File: src/tca_pkg.sv
// Shared types and constants of the two-color attribute encoder.
`default_nettype none

package tca_pkg;

   // Configuration port geometry and register indexes.
   localparam int CSR_INDEX_WIDTH = 1;
   localparam int CSR_DATA_WIDTH  = 5;

   localparam logic [CSR_INDEX_WIDTH-1:0] CSR_FIXUP_COLOR = 1'd0;
   localparam logic [CSR_INDEX_WIDTH-1:0] CSR_TO8_MODE    = 1'd1;

   localparam logic [4:0] FIXUP_COLOR_RESET = 5'h1F;
   localparam logic       TO8_MODE_RESET    = 1'b0;

   localparam logic [7:0] FORM_ALL_ONES = 8'hFF;
   localparam logic [3:0] GLITCH_LOW    = 4'h7;
   localparam logic [7:0] REMAP_INVERT  = 8'hC0;

   typedef struct packed {
      logic [3:0] pixel0;
      logic [3:0] pixel1;
      logic [3:0] pixel2;
      logic [3:0] pixel3;
      logic [3:0] pixel4;
      logic [3:0] pixel5;
      logic [3:0] pixel6;
      logic [3:0] pixel7;
      logic       end_of_image;
   } req_type;

   typedef struct packed {
      logic [7:0] form_byte;
      logic [7:0] color_byte;
      logic       color_clash;
   } rsp_type;

   // Result of sorting one group into background, foreground and clashes.
   typedef struct packed {
      logic [3:0] back;
      logic [3:0] fore;
      logic       have_fore;
      logic [7:0] form;
      logic       clash;
      logic       last_bit;
   } class_type;

endpackage

`default_nettype wire

File: src/two_color_attribute_encoder.sv
// Top level of the two-color attribute encoder: registers, flag and handshakes.
//
// Usage: each word on the req_ channel is a group of eight 4-bit color indices,
// pixel0 leftmost, plus an end_of_image bit on the last group of a picture.
// Each group gives exactly one word on the rsp_ channel: the form byte, the
// color byte and a clash bit. A word moves when its valid is high and its
// stall is low.
// A group is taken into an input register, encoded by a single pass of logic
// and stored in the output register when it advances; the result is offered
// from there. One group is accepted every cycle while rsp_stall is low.
// The last-form flag is updated as a group enters the output register, so the
// next group sees it at once. While the receiver stalls, the output register
// holds its word and the input register takes one more group; then req_stall
// rises until the output moves.
// The csr_ port writes fixup_color (index 0) and to8_mode (index 1) while the
// block is idle; the user must keep to this, the block does not enforce it.
// Synchronous reset: both registers empty, flag 0, fixup_color -1, to8_mode 0.
`default_nettype none

module two_color_attribute_encoder (
   input  logic                                clock,
   input  logic                                reset,
   input  logic                                req_valid,
   output logic                                req_stall,
   input  tca_pkg::req_type                    req_data,
   output logic                                rsp_valid,
   input  logic                                rsp_stall,
   output tca_pkg::rsp_type                    rsp_data,
   input  logic                                csr_write,
   input  logic [tca_pkg::CSR_INDEX_WIDTH-1:0] csr_index,
   input  logic [tca_pkg::CSR_DATA_WIDTH-1:0]  csr_data
);

   logic              in_valid_ff;
   tca_pkg::req_type  in_data_ff;
   logic              out_valid_ff;
   tca_pkg::rsp_type  out_data_ff;
   logic              flag_ff;
   logic              flag_in;
   logic [4:0]        fixup_ff;
   logic              to8_ff;
   logic              advance;
   logic              req_take;
   tca_pkg::class_type cls;
   tca_pkg::rsp_type  word;

   assign advance   = in_valid_ff && !(out_valid_ff && rsp_stall);
   assign req_stall = in_valid_ff && !advance;
   assign req_take  = req_valid && !req_stall;

   tca_classify u_classify (
      .group  (in_data_ff),
      .result (cls)
   );

   tca_adjust u_adjust (
      .cls          (cls),
      .fixup_color  (fixup_ff),
      .to8_mode     (to8_ff),
      .prev_flag    (flag_ff),
      .end_of_image (in_data_ff.end_of_image),
      .word         (word),
      .next_flag    (flag_in)
   );

   always_ff @(posedge clock) begin
      if (reset) begin
         in_valid_ff  <= 1'b0;
         out_valid_ff <= 1'b0;
         flag_ff      <= 1'b0;
         fixup_ff     <= tca_pkg::FIXUP_COLOR_RESET;
         to8_ff       <= tca_pkg::TO8_MODE_RESET;
      end else begin
         if (req_take) begin
            in_valid_ff <= 1'b1;
         end else if (advance) begin
            in_valid_ff <= 1'b0;
         end
         if (advance) begin
            out_valid_ff <= 1'b1;
            flag_ff      <= flag_in;
         end else if (!rsp_stall) begin
            out_valid_ff <= 1'b0;
         end
         if (csr_write) begin
            unique case (csr_index)
               tca_pkg::CSR_FIXUP_COLOR: fixup_ff <= csr_data[4:0];
               tca_pkg::CSR_TO8_MODE:    to8_ff   <= csr_data[0];
               default: ;
            endcase
         end
      end
   end

   always_ff @(posedge clock) begin
      if (req_take) begin
         in_data_ff <= req_data;
      end
      if (advance) begin
         out_data_ff <= word;
      end
   end

   assign rsp_valid = out_valid_ff;
   assign rsp_data  = out_data_ff;

`ifndef SYNTHESIS
   // The flag moves only when a group passes into the output register.
   a_flag_only_on_advance: assert property (@(posedge clock) disable iff (reset)
      !advance |=> $stable(flag_ff))
      else $error("last-form flag changed without a group advancing");

   // The last group of a picture always leaves the flag cleared.
   a_eoi_clears_flag: assert property (@(posedge clock) disable iff (reset)
      advance && in_data_ff.end_of_image |=> !flag_ff)
      else $error("end of image did not clear the last-form flag");

   // A group that cannot advance stays in the input register.
   a_group_kept: assert property (@(posedge clock) disable iff (reset)
      in_valid_ff && !advance |=> in_valid_ff)
      else $error("a stalled group was dropped from the input register");

   // An advancing group always produces an output word.
   a_advance_fills_output: assert property (@(posedge clock) disable iff (reset)
      advance |=> out_valid_ff)
      else $error("an advancing group left no output word");
`endif

endmodule

`default_nettype wire

File: src/tca_classify.sv
// Sorts the eight pixels of a group into background, foreground and clash pixels.
`default_nettype none

module tca_classify (
   input  tca_pkg::req_type   group,
   output tca_pkg::class_type result
);

   logic [3:0] pix [8];

   assign pix[0] = group.pixel0;
   assign pix[1] = group.pixel1;
   assign pix[2] = group.pixel2;
   assign pix[3] = group.pixel3;
   assign pix[4] = group.pixel4;
   assign pix[5] = group.pixel5;
   assign pix[6] = group.pixel6;
   assign pix[7] = group.pixel7;

   always_comb begin
      logic have_back;
      have_back = 1'b0;
      result    = '0;
      for (int i = 0; i < 8; i++) begin
         if (have_back && pix[i] == result.back) begin
            result.last_bit = 1'b0;
         end else if (result.have_fore && pix[i] == result.fore) begin
            result.form[3'(7 - i)] = 1'b1;
            result.last_bit        = 1'b1;
         end else if (!have_back) begin
            result.back     = pix[i];
            have_back       = 1'b1;
            result.last_bit = 1'b0;
         end else if (!result.have_fore) begin
            result.fore            = pix[i];
            result.have_fore       = 1'b1;
            result.form[3'(7 - i)] = 1'b1;
            result.last_bit        = 1'b1;
         end else begin
            // A third color leaves the form bit and the flag alone.
            result.clash = 1'b1;
         end
      end
   end

endmodule

`default_nettype wire

File: src/tca_adjust.sv
// Applies the swap, glitch fix and color remap to a classified group.
`default_nettype none

module tca_adjust (
   input  tca_pkg::class_type cls,
   input  logic [4:0]         fixup_color,
   input  logic               to8_mode,
   input  logic               prev_flag,
   input  logic               end_of_image,
   output tca_pkg::rsp_type   word,
   output logic               next_flag
);

   logic fix_neg;
   logic fix_pos;

   assign fix_neg = fixup_color[4];
   assign fix_pos = !fixup_color[4] && (fixup_color[3:0] != 4'd0);

   always_comb begin
      logic [3:0] back;
      logic [3:0] fore;
      logic [7:0] form;
      logic [7:0] color;
      logic       flag;
      back = cls.back;
      fore = cls.fore;
      form = cls.form;
      flag = cls.last_bit;

      if (!cls.have_fore) begin
         fore = fixup_color[3:0];
      end else if (fix_neg && (cls.back == 4'd1 || cls.fore == 4'd0)) begin
         back = cls.fore;
         fore = cls.back;
         form = ~cls.form;
      end

      color = {fore, back};

      // Keep the first form bit in line with the previous group's last one.
      if (fix_pos) begin
         if ((form != 8'd0 && prev_flag != form[7]) || form == tca_pkg::FORM_ALL_ONES) begin
            color = {back, tca_pkg::GLITCH_LOW};
            form  = form ^ tca_pkg::FORM_ALL_ONES;
            flag  = !flag;
         end
      end

      if (to8_mode) begin
         color = {color[3], color[7:4], color[2:0]} ^ tca_pkg::REMAP_INVERT;
      end

      word.form_byte   = form;
      word.color_byte  = color;
      word.color_clash = cls.clash;
      next_flag        = end_of_image ? 1'b0 : flag;
   end

endmodule

`default_nettype wire
File: config.mk
export PLATFORM = sky130hd
export DESIGN_NAME = two_color_attribute_encoder
export DESIGN_NICKNAME = d
export VERILOG_FILES = /design/src/tca_pkg.sv /design/src/two_color_attribute_encoder.sv /design/src/tca_classify.sv /design/src/tca_adjust.sv
export SDC_FILE = /design/constraint.sdc
export NUM_CORES = 1
export LEC_CHECK = 0
export BUFFER_PORTS_ARGS = -buffer_cell sky130_fd_sc_hd__buf_2
export CORE_ASPECT_RATIO = 1.4
export CORE_UTILIZATION = 30
export CTS_CLUSTER_SIZE = 10
export DETAILED_ROUTE_END_ITERATION = 10
export GPL_TIMING_DRIVEN = 0
export PLACE_DENSITY_LB_ADDON = 0.08
export SKIP_CTS_REPAIR_TIMING = 1
export SYNTH_ARGS = -nofsm -noshare
export SYNTH_HDL_FRONTEND = slang
export SYNTH_SLANG_ARGS = --single-unit
File: constraint.sdc
create_clock -name clock -period 3.6 [get_ports clock]
set_clock_uncertainty 0.1 [all_clocks]
set_input_delay 0.72 -clock clock [delete_from_list [all_inputs] [get_ports clock]]
set_output_delay 0.72 -clock clock [all_outputs]
set_load 0.03 [all_outputs]
[Word level (Yosys, flattened, before mapping)]
Cells that the tools add are included.
Widths: inputs -> output; s select.
Storage, ports and cells
  input port bits: 44
  register bits: 59
  word-level logic and storage cells: 149
  output and inout bits: 19
Cells by class
  bitwise gates (word level): 4
  reduce and logical (&&, ||, !) cells: 26
  muxes and demuxes: 85
  equality and inequality tests: 17
Operators with widths (count)
  $mux 5: 19
  $mux 8: 7
  $mux 1: 54
  $eq 4x4->1: 13
  $mux 4: 4
  $logic_and 1x1->1: 13
  $eq 8x8->1 const B: 1
  $not 4->8: 1
  $not 8->8: 1
  $reduce_bool 8->1: 1
  $logic_not 1->1: 5
  $eq 4x1->1 const B: 1
  $logic_not 4->1: 1
  $reduce_and 2->1: 2
  $reduce_bool 4->1: 1
  $logic_or 1x1->1: 2
  $mux 2: 1
  $ne 2x1->1 const B: 1
  $not 2->2: 1
  $reduce_bool 2->1: 1
  $ne 1x1->1: 1
  $not 1->1: 1

[Logic depth before layout (Yosys ltp)]
  word-level depth: 38
  gate-level depth with buffers: 15
  gate-level depth less buffers: 12

[By module]
A second synthesis with hierarchy kept.
Second synthesis, totals
  cell total of the unflattened synthesis: 336
  area, all modules: 3858.7 um^2
By module, submodules not included
  two_color_attribute_encoder: cells an instance 89, area an instance 1895.6 um^2, times used 1, seq. area each 1681.6 um^2
  tca_classify: cells an instance 179, area an instance 1412.6 um^2, times used 1, seq. area each 0.0 um^2
  tca_adjust: cells an instance 68, area an instance 550.5 um^2, times used 1, seq. area each 0.0 um^2

[Least setup slack after synthesis]
Ideal clock, no wire load.
  path kind: reg-to-reg
  from: register in_data_ff[32] (netlist name)
  to: register out_data_ff (netlist bit rsp_data[8]), data pin
  setup slack: -0.247 ns
  period minus slack after synthesis: 3.847 ns
  cell stages (with the launch flop): 14
  required time: 3.245 ns
  library setup time: 0.255 ns
  buffers on the path: 2
  data arrival time: 3.492 ns
  cells stage by stage: edfxtp_1 buf_6 xor2_1 or4_4 nor4_4 nand3_1 or3_4 a2111oi_4 o21ai_2 or2_1 buf_2 mux2_4 mux2i_1 a31o_1
RTL lines
  start: declaration: RTL line two_color_attribute_encoder.sv:35  | tca_pkg::req_type in_data_ff;
  start signal: assignment: RTL line two_color_attribute_encoder.sv:97  | in_data_ff <= req_data;
  end signal: assignment: RTL line two_color_attribute_encoder.sv:100  | out_data_ff <= word;
  end: declaration: RTL line two_color_attribute_encoder.sv:37  | tca_pkg::rsp_type out_data_ff;

==> metrics <==
setup slack after layout -0.6094 ns; Synth warnings 0; footprint of the multi-input gates 1971 um2; TNS Setup -5.661 ns; EDFF count, synth 47; placed cell areas 3998 um2; Detailed Route Iter0 Violations 128; H-tree depth 2; CP max-delay cell or4_4; Max Fclk 237.6 MHz; status complete, but fails checks; initial antenna violation count 0; Final setup viols 14; Final HPWL DP 6371 um; clock root cell clkbuf_16; CTS tree done; diode count 0; Pwr Total roughly 1700 uW; I/O pin total 63; final instance area approximately 4600 um2; ratio of final minimum period to clock period 116.9%; first-pass GRT wire length between 10000 and 15000 um; final hold violation count 0; Fillers 1106; PwrDens about 370 nW/um2; RSZ-0062 raised after global routing true; CP peak stage delay 0.59 ns; worst vdd ir 0.0001786 V; Initial Utilization slightly above 30%; DRT Pass-1 Iters 5; max-cap violations 0; Slew Viols, Final 0; post-synthesis sequential area ratio 45.69%; vias in the first global route 2641; ys flop type edfxtp_1; row cnt 46; Area Growth Syn to Fin 30.96%; Mean Syn Cell Area 10.75 um2; Die Y between 100 and 150 um; kind of end point of the critical path flip-flop; Syn Std Cell Area around 3500 um2; Netlist cell types slightly below 60; DR DRC count 0; layout cell share with drive strength beyond 1 34.53%; Max transition margin 39.08%; drt wl/cell 15.82 um; total global-route track usage 14.91%; Period minus WS final 4.209 ns; Setup CP Type flip-flop to flip-flop; FF+latch count, synth 56; Final nets 460; worst hold path class flip-flop to flip-flop; clk sink count 56; Max clock buf depth 2; Syn Nets 368; Worst Tran Pin Value between 0.9 and 1 ns; Worst EP required between 3 and 4 ns; die width 93.07 um; die area between 10000 and 15000 um2; Vias/cell 5.016; I/O Buffers 61; failing checks setup timing; Clk Latency, worst-skew pair around 0.29 ns; Post-synth ARST share 0%; routed vias 2814; total area of sequential cells 1592 um2; crit path DAT 4.14 ns; Leak between 0.0015 and 0.002 uW; Clock transition at path regs 0.07 ns; Mapped Cells between 300 and 400; grt ovf 0; CTS Buf Count 5; Critical Path Source Type flip-flop; Detailed Route WL 8874 um; Core Region 11340 um2; Finished Core Util 40.23%; GPL Wtd Cong 0.8360; CP max FO 7; largest net degree at the start of global routing 34; remaining antenna violation count 0; crit-path cells buf_8 > xor2_1 > or4_4 > nor4_4 > buf_6 > nand3_4 > mux2_4 > a2111oi_4 > o22a_1 > o2111ai_4 > o2bb2ai_4 > a222oi_1 > a22oi_1
sequential cells by signal, summed over array words and instances (netlist names):
register and count:
rsp_valid 1, fixup_ff 5, in_data_ff 33, flag_ff 1, in_valid_ff 1, to8_ff 1, rsp_data 14
layout by cell type (no fill, tap or decap), types with 3 or more instances in the layout:
cell,instances
clkbuf_1,6
nor4_1,4
buf_4,27
and4_1,5
xnor2_4,3
edfxtp_1,47
mux2i_1,10
xnor2_1,34
a31oi_1,5
clkbuf_16,5
xor2_1,18
nand4_1,9
a31o_2,4
a211o_1,5
nor2_1,15
a41oi_1,5
inv_1,8
buf_6,6
nand2_1,28
dfxtp_1,9
nand3_2,3
o21ai_0,10
nand3_1,5
a21oi_1,11
nor2b_1,8
buf_2,62
layout make-up:
class	instances	area share (%)
plain buffers	18	2.990
multi-input cells	242	43.20
flip-flops and latches	56	34.89
clock buffers	6	2.825
clock inverters	2	0.7680
well taps	144	3.950
inverters	8	0.6583
repair buffers	85	10.72
synth_stat cells, drive strengths merged (6+ instances only):
library cell	number	area (um2)
a21oi	11	55.05
a31oi	8	50.05
buf	12	82.57
clkbuf	6	22.52
dfxtp	9	180.2
edfxtp	47	1411
inv	8	30.03
mux2i	10	100.1
nand2	29	108.9
nand3	9	45.04
nand4	9	56.30
nor2	15	56.30
nor2b	9	56.30
o21ai	15	78.83
xnor2	38	362.9
xor2	18	157.7
critical path, delay by kind of cell (launching register included):
kind                      cells  cell delay, ns
AOI/OAI and AO/OA             6            1.58
xor gates and xnor gates      1            0.17
buffers and inverters         2            0.33
DFF                           1            0.39
muxes                         1            0.36
and+or+nand+nor               3            1.00
report_power, final:
group	internal [uW]	switching [uW]	total, uW	leakage [uW]
Clock	328	216	543	0.0000808
Sequential	750	35.9	786	0.000526
Combinational	173	208	382	0.00111
Total	1250	460	1710	0.00172
worst paths after layout:
check	cells past startpoint	to	from	slack (ns)
hold / removal	2	rsp_valid	in_valid_ff	0.37
hold reg to reg	2	rsp_valid	in_valid_ff	0.37
setup / recovery	13	rsp_data[6]	in_data_ff[29]	-0.61
setup reg to reg	13	rsp_data[6]	in_data_ff[29]	-0.61
kinds of logic after synthesis:
logic type	share of synthesized area, %
multiplexers	4.274
flip-flops	45.69
AND/OR/NAND/NOR	14.65
buffers and inverters	3.879
AO/OA/AOI/OAI	16.56
XOR/XNOR	14.94
metrics by stage:
stage                     hold slack (ns)  setup slack, ns  std cells
after global placement             0.3632          -0.9289        529
final                              0.3744          -0.6094        561
after floorplan                    0.3444          -0.2166        324
after global routing               0.4294          -0.7611        561
after CTS                          0.3854          -0.8758        538
after detailed placement           0.3778          -0.8437        530
routing by layer:
| layer | GRT usage, % | routed length (um) | up-vias |
|---|---|---|---|
| li1 | - | - | 1405 |
| met3 | 2.347 | 274 | 5 |
| met5 | 0 | 0 | - |
| met1 | 18.84 | 3924 | 1332 |
| met4 | 4.615 | 100 | 0 |
| met2 | 25.99 | 4574 | 72 |
No activity file was read; power rests on OpenSTA's default activity.
